--- config.mk ---
export PLATFORM = sky130hd
export DESIGN_NAME = stream_find_until_matcher_flat
export DESIGN_NICKNAME = d
export VERILOG_FILES = /design/src/rtl/core/sfum_pkg.sv /design/src/rtl/core/sfum_ifs.sv /design/src/rtl/core/stream_find_until_matcher.sv /design/src/rtl/core/sfum_front.sv /design/src/rtl/core/sfum_queue.sv /design/src/rtl/core/sfum_back.sv /design/src/flat_wrapper.sv
export SDC_FILE = /design/constraint.sdc
export NUM_CORES = 1
export LEC_CHECK = 0
export ABC_CLOCK_PERIOD_IN_PS = 3100
export BUFFER_PORTS_ARGS = -buffer_cell sky130_fd_sc_hd__buf_2
export CORE_MARGIN = 1
export CORE_UTILIZATION = 45
export CTS_CLUSTER_DIAMETER = 80
export DETAILED_ROUTE_END_ITERATION = 8
export PLACE_DENSITY = 0.73
export REMOVE_ABC_BUFFERS = 1
export SLEW_MARGIN = 20
export SYNTH_ARGS = -nofsm -noshare
export SYNTH_HDL_FRONTEND = slang
export SYNTH_SLANG_ARGS = --single-unit
--- constraint.sdc ---
create_clock -name clk -period 3.1 [get_ports clk]
set_input_delay 0.155 -clock clk [delete_from_list [all_inputs] [get_ports clk]]
set_output_delay 0.155 -clock clk [all_outputs]
set_load 0.01 [all_outputs]
--- src/rtl/core/sfum_pkg.sv ---
// shared types, constants and helpers for the stream find-until matcher
package sfum_pkg;

  localparam int MAX_PATTERN = 16;
  localparam int PIDX_W      = $clog2(MAX_PATTERN);
  localparam int PROG_W      = $clog2(MAX_PATTERN + 1);
  localparam int LEN_W       = 5;
  localparam int CFG_W       = 64;
  localparam int CFG_IDX_W   = 3;
  localparam int QUEUE_DEPTH = 4;
  localparam int QPTR_W      = $clog2(QUEUE_DEPTH);
  localparam int QCNT_W      = $clog2(QUEUE_DEPTH + 1);

  localparam logic [1:0] KIND_START   = 2'd0;
  localparam logic [1:0] KIND_DATA    = 2'd1;
  localparam logic [1:0] KIND_TIMEOUT = 2'd2;

  typedef enum logic [1:0] {
    OUTCOME_FOUND   = 2'd0,
    OUTCOME_STOPPED = 2'd1,
    OUTCOME_TIMEOUT = 2'd2
  } outcome_t;

  typedef enum logic [CFG_IDX_W-1:0] {
    CFG_TARGET_LOW  = 3'd0,
    CFG_TARGET_HIGH = 3'd1,
    CFG_TARGET_LEN  = 3'd2,
    CFG_STOP_LOW    = 3'd3,
    CFG_STOP_HIGH   = 3'd4,
    CFG_STOP_LEN    = 3'd5
  } cfg_reg_t;

  typedef enum logic [1:0] {
    OP_START   = 2'd0,
    OP_DATA    = 2'd1,
    OP_TIMEOUT = 2'd2
  } op_t;

  typedef logic [MAX_PATTERN-1:0][7:0] pat_t;

  typedef struct packed {
    op_t        op;
    logic [7:0] data_byte;
  } cmd_t;

  typedef struct packed {
    logic valid;
    cmd_t cmd;
  } qslot_t;

  function automatic logic [LEN_W-1:0] eff_len(input logic [LEN_W-1:0] len);
    eff_len = (len > LEN_W'(MAX_PATTERN)) ? LEN_W'(MAX_PATTERN) : len;
  endfunction

  function automatic logic [7:0] pat_byte(input pat_t pat, input logic [PROG_W-1:0] idx);
    pat_byte = (idx < PROG_W'(MAX_PATTERN)) ? pat[idx[PIDX_W-1:0]] : 8'd0;
  endfunction

endpackage

--- src/rtl/core/sfum_ifs.sv ---
// request and result channel interfaces
interface sfum_req_if;
  logic       valid;
  logic       ready;
  logic [1:0] kind;
  logic [7:0] data_byte;

  modport source (output valid, output kind, output data_byte, input ready);
  modport sink (input valid, input kind, input data_byte, output ready);
endinterface

interface sfum_rsp_if;
  logic       valid;
  logic       ready;
  logic [1:0] outcome;

  modport source (output valid, output outcome, input ready);
  modport sink (input valid, input outcome, output ready);
endinterface

--- src/rtl/core/stream_find_until_matcher.sv ---
// top level of the stream find-until matcher
// a request is written into the command queue; its result, if any, is registered when the back end pops it
// throughput: one request per cycle while the command queue is not full, bounded by the index update
// a four-entry command queue lets requests be taken while a result is stalled
// reset clears all configuration registers, the search state and the queue
module stream_find_until_matcher (
  input  logic                           clk,
  input  logic                           rst,
  input  logic                           cfg_write,
  input  logic [sfum_pkg::CFG_IDX_W-1:0] cfg_index,
  input  logic [sfum_pkg::CFG_W-1:0]     cfg_data,
  sfum_req_if.sink                       req,
  sfum_rsp_if.source                     rsp
);

  sfum_pkg::qslot_t push;
  sfum_pkg::qslot_t head;
  logic             full;
  logic             pop;

  sfum_front u_front (
    .req  (req),
    .full (full),
    .push (push)
  );

  sfum_queue u_queue (
    .clk  (clk),
    .rst  (rst),
    .push (push),
    .full (full),
    .head (head),
    .pop  (pop)
  );

  sfum_back u_back (
    .clk       (clk),
    .rst       (rst),
    .cfg_write (cfg_write),
    .cfg_index (cfg_index),
    .cfg_data  (cfg_data),
    .head      (head),
    .pop       (pop),
    .rsp       (rsp)
  );

endmodule

--- src/rtl/core/sfum_front.sv ---
// front end: accepts requests and turns them into queue commands
module sfum_front (
  sfum_req_if.sink         req,
  input  logic             full,
  output sfum_pkg::qslot_t push
);

  logic known;

  always_comb begin
    known = 1'b1;
    push.cmd.op = sfum_pkg::OP_START;
    push.cmd.data_byte = req.data_byte;
    unique case (req.kind)
      sfum_pkg::KIND_START:   push.cmd.op = sfum_pkg::OP_START;
      sfum_pkg::KIND_DATA:    push.cmd.op = sfum_pkg::OP_DATA;
      sfum_pkg::KIND_TIMEOUT: push.cmd.op = sfum_pkg::OP_TIMEOUT;
      default:                known = 1'b0;
    endcase
    push.valid = req.valid && !full && known;
  end

  // undefined kinds are taken and dropped
  assign req.ready  = !full;

endmodule

--- src/rtl/core/sfum_queue.sv ---
// command queue between front end and matcher
module sfum_queue (
  input  logic             clk,
  input  logic             rst,
  input  sfum_pkg::qslot_t push,
  output logic             full,
  output sfum_pkg::qslot_t head,
  input  logic             pop
);

  sfum_pkg::cmd_t                  slots [sfum_pkg::QUEUE_DEPTH];
  logic [sfum_pkg::QPTR_W-1:0]     wr_ptr;
  logic [sfum_pkg::QPTR_W-1:0]     rd_ptr;
  logic [sfum_pkg::QCNT_W-1:0]     count;
  logic                            do_push;
  logic                            do_pop;

  assign full       = (count == sfum_pkg::QCNT_W'(sfum_pkg::QUEUE_DEPTH));
  assign head.valid = (count != '0);
  assign head.cmd   = slots[rd_ptr];
  assign do_push    = push.valid && !full;
  assign do_pop     = pop && head.valid;

  function automatic logic [sfum_pkg::QPTR_W-1:0] bump(input logic [sfum_pkg::QPTR_W-1:0] p);
    bump = (p == sfum_pkg::QPTR_W'(sfum_pkg::QUEUE_DEPTH - 1)) ? '0 : p + 1'b1;
  endfunction

  always_ff @(posedge clk) begin
    if (do_push) begin
      slots[wr_ptr] <= push.cmd;
    end
  end

  always_ff @(posedge clk) begin
    if (rst) begin
      wr_ptr <= '0;
      rd_ptr <= '0;
      count  <= '0;
    end else begin
      if (do_push) begin
        wr_ptr <= bump(wr_ptr);
      end
      if (do_pop) begin
        rd_ptr <= bump(rd_ptr);
      end
      if (do_push && !do_pop) begin
        count <= count + 1'b1;
      end else if (do_pop && !do_push) begin
        count <= count - 1'b1;
      end
    end
  end

endmodule

--- src/rtl/core/sfum_back.sv ---
// back end: configuration registers, match indexes and result register
module sfum_back (
  input  logic                             clk,
  input  logic                             rst,
  input  logic                             cfg_write,
  input  logic [sfum_pkg::CFG_IDX_W-1:0]   cfg_index,
  input  logic [sfum_pkg::CFG_W-1:0]       cfg_data,
  input  sfum_pkg::qslot_t                 head,
  output logic                             pop,
  sfum_rsp_if.source                       rsp
);

  logic [sfum_pkg::CFG_W-1:0]  target_low;
  logic [sfum_pkg::CFG_W-1:0]  target_high;
  logic [sfum_pkg::LEN_W-1:0]  target_length;
  logic [sfum_pkg::CFG_W-1:0]  stop_low;
  logic [sfum_pkg::CFG_W-1:0]  stop_high;
  logic [sfum_pkg::LEN_W-1:0]  stop_length;

  logic                        search_active;
  logic [sfum_pkg::PROG_W-1:0] target_progress;
  logic [sfum_pkg::PROG_W-1:0] stop_progress;
  logic                        out_valid;
  sfum_pkg::outcome_t          out_outcome;

  logic                        search_active_next;
  logic [sfum_pkg::PROG_W-1:0] target_progress_next;
  logic [sfum_pkg::PROG_W-1:0] stop_progress_next;
  logic                        res_valid;
  sfum_pkg::outcome_t          res_outcome;

  logic [sfum_pkg::LEN_W-1:0]  tlen;
  logic [sfum_pkg::LEN_W-1:0]  slen;
  sfum_pkg::pat_t              tpat;
  sfum_pkg::pat_t              spat;
  logic [sfum_pkg::PROG_W:0]   t_inc;
  logic [sfum_pkg::PROG_W:0]   s_inc;
  logic                        t_hit;
  logic                        s_hit;
  logic                        t_done;
  logic                        s_done;
  logic [sfum_pkg::PROG_W-1:0] t_step;
  logic [sfum_pkg::PROG_W-1:0] s_step;
  logic [7:0]                  b;

  assign pop = head.valid && (!out_valid || rsp.ready);

  always_comb begin
    b     = head.cmd.data_byte;
    tlen  = sfum_pkg::eff_len(target_length);
    slen  = sfum_pkg::eff_len(stop_length);
    tpat  = {target_high, target_low};
    spat  = {stop_high, stop_low};
    t_inc = {1'b0, target_progress} + (sfum_pkg::PROG_W + 1)'(1);
    s_inc = {1'b0, stop_progress} + (sfum_pkg::PROG_W + 1)'(1);
    t_hit = (b == sfum_pkg::pat_byte(tpat, target_progress));
    s_hit = (b == sfum_pkg::pat_byte(spat, stop_progress));
    t_done = t_hit && (t_inc >= (sfum_pkg::PROG_W + 1)'(tlen));
    s_done = s_hit && (s_inc >= (sfum_pkg::PROG_W + 1)'(slen));
    // simple restart: one if the byte opens the pattern
    if (t_hit) begin
      t_step = t_inc[sfum_pkg::PROG_W-1:0];
    end else begin
      t_step = (b == sfum_pkg::pat_byte(tpat, '0)) ? sfum_pkg::PROG_W'(1) : '0;
    end
    if (s_hit) begin
      s_step = s_inc[sfum_pkg::PROG_W-1:0];
    end else begin
      s_step = (b == sfum_pkg::pat_byte(spat, '0)) ? sfum_pkg::PROG_W'(1) : '0;
    end

    search_active_next   = search_active;
    target_progress_next = target_progress;
    stop_progress_next   = stop_progress;
    res_valid            = 1'b0;
    res_outcome          = sfum_pkg::OUTCOME_FOUND;

    unique case (head.cmd.op)
      sfum_pkg::OP_START: begin
        target_progress_next = '0;
        stop_progress_next   = '0;
        if (tlen == '0) begin
          search_active_next = 1'b0;
          res_valid          = 1'b1;
        end else begin
          search_active_next = 1'b1;
        end
      end
      sfum_pkg::OP_TIMEOUT: begin
        if (search_active) begin
          search_active_next = 1'b0;
          res_valid          = 1'b1;
          res_outcome        = sfum_pkg::OUTCOME_TIMEOUT;
        end
      end
      sfum_pkg::OP_DATA: begin
        if (search_active) begin
          if (tlen == '0) begin
            search_active_next = 1'b0;
            res_valid          = 1'b1;
          end else begin
            target_progress_next = t_step;
            if (t_done) begin
              search_active_next = 1'b0;
              res_valid          = 1'b1;
            end else if (slen != '0) begin
              stop_progress_next = s_step;
              if (s_done) begin
                search_active_next = 1'b0;
                res_valid          = 1'b1;
                res_outcome        = sfum_pkg::OUTCOME_STOPPED;
              end
            end
          end
        end
      end
      default: ;
    endcase
  end

  always_ff @(posedge clk) begin
    if (rst) begin
      target_low      <= '0;
      target_high     <= '0;
      target_length   <= '0;
      stop_low        <= '0;
      stop_high       <= '0;
      stop_length     <= '0;
      search_active   <= 1'b0;
      target_progress <= '0;
      stop_progress   <= '0;
      out_valid       <= 1'b0;
    end else begin
      if (cfg_write) begin
        case (cfg_index)
          sfum_pkg::CFG_TARGET_LOW:  target_low    <= cfg_data;
          sfum_pkg::CFG_TARGET_HIGH: target_high   <= cfg_data;
          sfum_pkg::CFG_TARGET_LEN:  target_length <= cfg_data[sfum_pkg::LEN_W-1:0];
          sfum_pkg::CFG_STOP_LOW:    stop_low      <= cfg_data;
          sfum_pkg::CFG_STOP_HIGH:   stop_high     <= cfg_data;
          sfum_pkg::CFG_STOP_LEN:    stop_length   <= cfg_data[sfum_pkg::LEN_W-1:0];
          default: ;
        endcase
      end
      if (pop) begin
        search_active   <= search_active_next;
        target_progress <= target_progress_next;
        stop_progress   <= stop_progress_next;
        out_valid       <= res_valid;
      end else if (rsp.ready) begin
        out_valid <= 1'b0;
      end
    end
  end

  always_ff @(posedge clk) begin
    if (pop && res_valid) begin
      out_outcome <= res_outcome;
    end
  end

  assign rsp.valid   = out_valid;
  assign rsp.outcome = out_outcome;

  a_tprog_range: assert property (@(posedge clk) disable iff (rst)
    target_progress <= sfum_pkg::PROG_W'(sfum_pkg::MAX_PATTERN))
    else $error("target index out of range");
  a_sprog_range: assert property (@(posedge clk) disable iff (rst)
    stop_progress <= sfum_pkg::PROG_W'(sfum_pkg::MAX_PATTERN))
    else $error("stop index out of range");
  a_result_from_pop: assert property (@(posedge clk) disable iff (rst)
    $rose(out_valid) |-> $past(pop)) else $error("result without a command");
  a_outcome_code: assert property (@(posedge clk) disable iff (rst)
    out_valid |-> (out_outcome == sfum_pkg::OUTCOME_FOUND ||
                   out_outcome == sfum_pkg::OUTCOME_STOPPED ||
                   out_outcome == sfum_pkg::OUTCOME_TIMEOUT)) else $error("bad outcome");

endmodule

--- src/flat_wrapper.sv ---
// flat-port wrapper written by rule: the top's interface ports become plain ports
module stream_find_until_matcher_flat 
  (clk, rst, cfg_write, cfg_index, cfg_data, req_valid, req_kind, req_data_byte, req_ready, rsp_valid, rsp_outcome, rsp_ready);
  sfum_req_if req_i ();
  sfum_rsp_if rsp_i ();
  input  logic clk;
  input  logic rst;
  input  logic cfg_write;
  input  logic [sfum_pkg::CFG_IDX_W-1:0] cfg_index;
  input  logic [sfum_pkg::CFG_W-1:0] cfg_data;
  input wire logic [$bits(req_i.valid)-1:0] req_valid;
  input wire logic [$bits(req_i.kind)-1:0] req_kind;
  input wire logic [$bits(req_i.data_byte)-1:0] req_data_byte;
  output wire logic [$bits(req_i.ready)-1:0] req_ready;
  output wire logic [$bits(rsp_i.valid)-1:0] rsp_valid;
  output wire logic [$bits(rsp_i.outcome)-1:0] rsp_outcome;
  input wire logic [$bits(rsp_i.ready)-1:0] rsp_ready;
  assign req_i.valid = req_valid;
  assign req_i.kind = req_kind;
  assign req_i.data_byte = req_data_byte;
  assign req_ready = req_i.ready;
  assign rsp_valid = rsp_i.valid;
  assign rsp_outcome = rsp_i.outcome;
  assign rsp_i.ready = rsp_ready;
  stream_find_until_matcher u_core (.clk(clk), .rst(rst), .cfg_write(cfg_write), .cfg_index(cfg_index), .cfg_data(cfg_data), .req(req_i), .rsp(rsp_i));
endmodule
== After elaboration in Yosys (flattened, before gate mapping) ==
Memories as Yosys holds them, arrays and structs flattened. A register that Yosys moved wholly into a read port is not among the register bits.
Cells that the tools add are included.
Storage, ports and cells
  memories kept: 1
  output and inout bits: 4
  bits in registers: 287
  logic and storage cells: 138
  bits in writable memories: 40
Operators by class
  reductions and logical operators: 35
  add/subtract/negate cells: 6
  magnitude comparators: 8
  muxes and demuxes: 54
  eq/ne operators: 20
Memory list
  u_core.u_queue.slots: words 4, bits a word 10, rd ports 1, clocked after Yosys merged registers in 1, wr ports 1, line sfum_queue.sv:11  | sfum_pkg::cmd_t slots [sfum_pkg::QUEUE_DEPTH];
Operators with widths (count)
  $bmux 8 s4: 2
  $mux 5: 10
  $eq 8x8->1: 4
  $mux 8: 4
  $mux 1: 25
  $pmux 5 s2: 2
  $reduce_and 2->1: 7
  $add 5x1->6 const B: 2
  $ge 6x5->1: 2
  $gt 5x5->1 const B: 2
  $logic_and 1x1->1: 10
  $lt 4x5->1 const B: 2
  $lt 5x5->1 const B: 2
  $mux 2: 5
  $eq 3x3->1 const B: 3
  $eq 2x2->1 const B: 4
  $ne 2x2->1 const B: 4
  $pmux 2 s2: 2
  $eq 3x2->1 const B: 2
  $mux 3: 2
  $pmux 1 s3: 2
  $reduce_and 6->1: 1
  $reduce_bool 2->1: 3
  $reduce_bool 3->1: 2
  other kinds (13): 19

== Longest topological paths before layout ==
  word-level depth: 12
  depth in mapped cells: 12
  gate-level depth less buffers: 11

== By module ==
A second synthesis with hierarchy kept.
Unflattened totals
  cells, all modules: 1733
  area total of the unflattened synthesis: 15068.2 um2
By module, submodules not included
  sfum_back: sequential area each 5625.4 um2, times used 1, cells an instance 1618, area an instance 13043.8 um2
  sfum_queue: sequential area each 1381.3 um2, times used 1, cells an instance 102, area an instance 1933.1 um2
  sfum_front: sequential area each 0.0 um2, times used 1, cells an instance 13, area an instance 91.3 um2

== Worst setup path after synthesis ==
OpenSTA, ideal clock, no wires.
  path kind: register to register
  start point: reg (tool-made name)
  end point: reg u_core.u_back.stop_progress[0] in the netlist's numbering
  path buffers: 2
  period minus slack after synthesis: 3.031 ns
  library setup time: 0.132 ns
  cell stages (with the launch flop): 12
  slack: 0.069 ns
  arrival time: 2.899 ns
  cell sequence: dfxtp_1 buf_2 mux4_2 inv_1 ha_1 clkbuf_1 o211ai_1 a21oi_1 o21ai_0 a31oi_2 mux2i_1 a21oi_1
RTL lines
  end signal, assigned: line sfum_back.sv:148  | stop_progress <= stop_progress_next;
  end, declared: line sfum_back.sv:22  | logic [sfum_pkg::PROG_W-1:0] stop_progress;

== Worst setup path after layout ==
  start point: reg u_core.u_back.stop_progress[0] in the netlist's numbering
  end point: reg u_core.u_back.out_outcome[1] (netlist: u_core.u_back.rsp.outcome[1]) (enable)
On the way
  word-level cells in the longest chain between the ends: 12
Ends and longest elaborated chain
  parallel branches: the longest is 4 deep, another holds $add 5x1->6
  $logic_and 1x1->1 *: line sfum_back.sv:59  | s_done = s_hit && (s_inc >= (sfum_pkg::PROG_W + 1)'(slen));
  $mux 1 *: line sfum_back.sv:108  | if (s_done) begin
  $mux 1 *: line sfum_back.sv:106  | end else if (slen != '0) begin
  $mux 1 *: line sfum_back.sv:103  | if (t_done) begin
  $mux 1 *: line sfum_back.sv:98  | if (tlen == '0) begin
  $mux 1 *: line sfum_back.sv:97  | if (search_active) begin
  $pmux 1 s3 *: line sfum_back.sv:78  | unique case (head.cmd.op)
  $logic_and 1x1->1 *: line sfum_back.sv:157  | if (pop && res_valid) begin
  end signal, assigned: line sfum_back.sv:158  | out_outcome <= res_outcome;
  end, declared: line sfum_back.sv:24  | sfum_pkg::outcome_t out_outcome;
Every way passes the cells marked *. The select of a mux whose other input is x is not followed.
A chain may end at the register's enable or synchronous reset.

==> parameters.txt <==
Parameter                              Value

Outcome
  Outcome ... completed

Setup path
  Critical path data arrival time ... approximately 3.2 ns
  Buffering stage count on the worst path with inverters included ... 2
  Startpoint class of the critical path ... register
  Kind of critical path ... register to register
  Max FO, Critical Path ... 10
  Series of cell instances along the critical path ... buf_12, mux4_2, nand2_1, a21oi_1, or3_1, a2111oi_2, buf_4, nand3_1, or3_1, nand2_1
  Largest stage delay, worst path ... roughly 0.50 ns
  Kind of cell with the highest combined delay on the critical path ... simple AND/OR/NAND/NOR gates
  CP max stage cell ... sky130_fd_sc_hd__mux4_2
  CP required ... between 3 and 4 ns
  Type of destination of the critical path ... register

Layout
  Layout cell share with drive strength beyond 1 ... 0.1445
  N_diodes ... 0
  Final core utilization ... 0.5514
  Layout Area Growth over Synthesis ... 20.91%
  Number of nets at the end of the flow ... between 1500 and 2000

Clock network
  Clock slew at reported path FFs ... about 0.06 ns
  CTS tree ... built
  CTS H-Tree Depth ... 2
  Number of clock sinks ... 329
  Latest clock arrival within the worst-skew pair ... roughly 0.53 ns
  Clock Tree Buf Depth ... 3
  Number of buffers created by CTS ... 36
  Cell chosen for the clock root ... sky130_fd_sc_hd__clkbuf_16

Floorplan
  Row cnt ... 66
  Die Wd ... roughly 180 um
  Initial core utilization ... 0.4560
  Total Die Area ... about 34000 um^2
  Number of top-level pins ... 86
  Placeable Area ... about 32000 um^2
  Height of the die ... 183.3 um

Job
  Number of max-cap violations ... 0

Yosys
  Post-synthesis average cell area ... 8.752 um^2
  Share of the synthesized area in the top cell type ... 0.3882
  Post-synth EDFFs ... 42
  Share of synthesized flip-flops with an asynchronous set or reset ... 0
  Number of instances in the synthesized netlist ... approximately 1700
  Count of yosys warnings during synthesis ... 0
  Cell area after technology mapping ... around 15000 um^2
  Largest cells by area after synthesis ... sky130_fd_sc_hd__dfxtp_1 (39%), sky130_fd_sc_hd__nand2_1 (14%), sky130_fd_sc_hd__a21oi_1 (9.4%)
  Main synth FF type ... sky130_fd_sc_hd__dfxtp_1
  Number of synthesized register bits ... approximately 330
  Number of library cell types mapped by synthesis ... 65
  Post-synthesis cell type with the largest combined area ... sky130_fd_sc_hd__dfxtp_1
  Seq/Total Area, Yosys ... 0.4735

Global routing
  Overflow left after global routing ... 0
  Initial antenna violation count ... 0
  Largest net degree at the start of global routing ... around 120
  Total routing usage reported by global routing ... 0.2511
  First-pass GRT wire length ... approximately 66000 um
  Number of global-route vias before repair ... 12257

Drt
  Count of nets left with antenna violations after detail routing ... 0
  Routed len/inst ... 18.44 um
  Vias ... 12805
  Remaining design rule violation count ... 0
  Detailed-route vias per instance ... around 5.6
  Initial DRT Pass Iterations ... 6
  Total Routed Length ... roughly 42000 um
  Initial DRC Count ... about 1200

Power
  Peak supply drop ... 0.3329 mV
  Total power density per cell area ... about 600 nW/um^2
  Power Total ... 0.01079 W
  Leak pwr ... 6.105 nW

STA
  Count of endpoints failing setup in the final report ... 0
  Total count of max-transition violations in the final report ... 0
  Time the final worst path needs with I/O delays and setup ... about 3.0 ns
  Max_slew headroom ... 0.4358
  Share of the clock period used by the worst path after layout ... 0.9591
  Worst clock skew ... 0.02981 ns
  Final number of hold-violating endpoints ... 0
  Max Clock Freq ... 336.3 MHz
  Worst Max-Slew Pin Slew ... about 0.85 ns

Placed design
  Count of input and output buffers ... 85
  Final GP Congestion ... roughly 0.94
  Sum of net half-perimeters after detailed placement ... about 28000 um

Min path
  Class of the most critical hold timing path ... primary input to register
## repair_timing
action                                  CTS  global route
pin swaps                                 1             6
hold endpoints to repair                296             0
endpoints found under the setup margin    3            11
hold buffers                             74             0
gates cloned                              0             1
buffers inserted                          0             2
gates resized for setup                   5            14
## final timing paths
| kind | from | endpoint | slack, ns | cells after the start |
|---|---|---|---|---|
| hold / removal | rsp_ready | u_core.u_back.rsp.valid | 0.009 | 3 |
| setup / recovery | u_core.u_back.stop_progress[0] | u_core.u_back.rsp.outcome[1] | 0.13 | 10 |
| hold reg to reg | u_core.u_back.target_high[46] | u_core.u_back.target_high[46] | 0.45 | 2 |
| setup reg to reg | u_core.u_back.stop_progress[0] | u_core.u_back.rsp.outcome[1] | 0.13 | 10 |
## logic make-up (layout without fill, tap and decap cells)
group,after synthesis,after routing,synth area share
mux,135,135,0.1204
buf+inv,131,295,0.03914
compound gates,379,379,0.1445
xor+xnor,26,26,0.01539
fa+ha+maj,23,23,0.01995
flops,329,329,0.4735
simple gates,668,668,0.1872
## through the flow
stage	hold WS, ns	worst slack (ns)	cells	cell area, um^2	setup TNS, ns
6_report	0.008876	0.1268	2297	17890	0
3_3_place_gp	0.3721	0.04326	2156	15840	0
3_5_place_dp	0.3793	0.01627	2156	15840	0
4_1_cts	0.01776	0.02323	2294	17800	0
2_1_floorplan	0.2241	-1.145	1572	14260	-14.64
5_1_grt	0.04146	-0.01440	2297	17890	-0.04753
## per-layer routing
| layer | wire, um | GRT usage | vias to the layer above |
|---|---|---|---|
| li1 | - | - | 6091 |
| met5 | 0 | 0 | - |
| met2 | 20680 | 0.4260 | 432 |
| met4 | 1423 | 0.09433 | 0 |
| met3 | 2239 | 0.02780 | 87 |
| met1 | 18010 | 0.3291 | 6195 |
## power breakdown
part           switching (W)  internal [W]
sequential          0.000123       0.00448
combinational        0.00105      0.000783
clock                0.00173       0.00262
total                0.00290       0.00788
## registers in the layout, indices dropped and copies added, names as in the netlist, named ones only
| signal | count |
|---|---|
| u_core.u_back.stop_high | 64 |
| u_core.u_back.stop_low | 64 |
| u_core.u_back.target_high | 64 |
| u_core.u_back.target_low | 64 |
| u_core.u_queue.slots | 40 |
| u_core.u_back.stop_length | 5 |
| u_core.u_back.stop_progress | 5 |
| u_core.u_back.target_length | 5 |
| u_core.u_back.target_progress | 5 |
| u_core.u_queue.count | 3 |
| u_core.u_back.rsp.outcome | 2 |
| u_core.u_queue.rd_ptr | 2 |
| u_core.u_queue.wr_ptr | 2 |
| u_core.u_back.rsp.valid | 1 |
| u_core.u_back.search_active | 1 |
## worst min-delay path: cells and delay by family
| kind | cells | cell delay [ns] |
|---|---|---|
| and+or+nand+nor | 1 | 0.14 |
| AOI/OAI and AO/OA | 1 | 0.09 |
| buffers and inverters | 1 | 0.07 |
## cell usage in the layout (no fill, tap or decap), types with 8 or more instances in the layout
cell type and count:
sky130_fd_sc_hd__inv_1 12, sky130_fd_sc_hd__a221oi_1 16, sky130_fd_sc_hd__edfxtp_1 42, sky130_fd_sc_hd__nand3_1 21, sky130_fd_sc_hd__dlygate4sd3_1 74, sky130_fd_sc_hd__mux2i_1 95
sky130_fd_sc_hd__a22oi_1 22, sky130_fd_sc_hd__clkbuf_16 39, sky130_fd_sc_hd__nand2_1 532, sky130_fd_sc_hd__mux4_2 34, sky130_fd_sc_hd__ha_1 22, sky130_fd_sc_hd__buf_2 84
sky130_fd_sc_hd__xnor2_1 19, sky130_fd_sc_hd__nor2_1 31, sky130_fd_sc_hd__o21ai_0 18, sky130_fd_sc_hd__nand2b_1 10, sky130_fd_sc_hd__dfxtp_1 281, sky130_fd_sc_hd__buf_12 11
sky130_fd_sc_hd__clkbuf_1 8, sky130_fd_sc_hd__o21ai_1 8, sky130_fd_sc_hd__nor2b_1 13, sky130_fd_sc_hd__and3_1 13, sky130_fd_sc_hd__a21oi_1 278, sky130_fd_sc_hd__buf_4 46
## Yosys cell counts, types with 10 or more instances
cell type / count
sky130_fd_sc_hd__nor2b_1: 13
sky130_fd_sc_hd__mux4_2: 34
sky130_fd_sc_hd__o21ai_0: 19
sky130_fd_sc_hd__buf_2: 15
sky130_fd_sc_hd__ha_1: 22
sky130_fd_sc_hd__a21oi_1: 278
sky130_fd_sc_hd__and3_1: 15
sky130_fd_sc_hd__edfxtp_1: 42
sky130_fd_sc_hd__dfxtp_1: 287
sky130_fd_sc_hd__clkbuf_1: 84
sky130_fd_sc_hd__inv_1: 12
sky130_fd_sc_hd__xnor2_1: 19
sky130_fd_sc_hd__nand3_1: 23
sky130_fd_sc_hd__a221oi_1: 17
sky130_fd_sc_hd__nand2_1: 534
sky130_fd_sc_hd__a22oi_1: 22
sky130_fd_sc_hd__nor2_1: 32
sky130_fd_sc_hd__nand2b_1: 10
sky130_fd_sc_hd__mux2i_1: 97
## final cells by class
| type | count | area, um^2 |
|---|---|---|
| Clock inverter | 13 | 156.4 |
| Inverter | 12 | 45.04 |
| Multi-Input combinational cell | 1231 | 7284 |
| Tap cell | 442 | 553.0 |
| Fill cell | 2832 | 14560 |
| Timing Repair Buffer | 219 | 1788 |
| Clock buffer | 51 | 1050 |
| Sequential cell | 329 | 7017 |
Power figures use the tool's default switching activity.
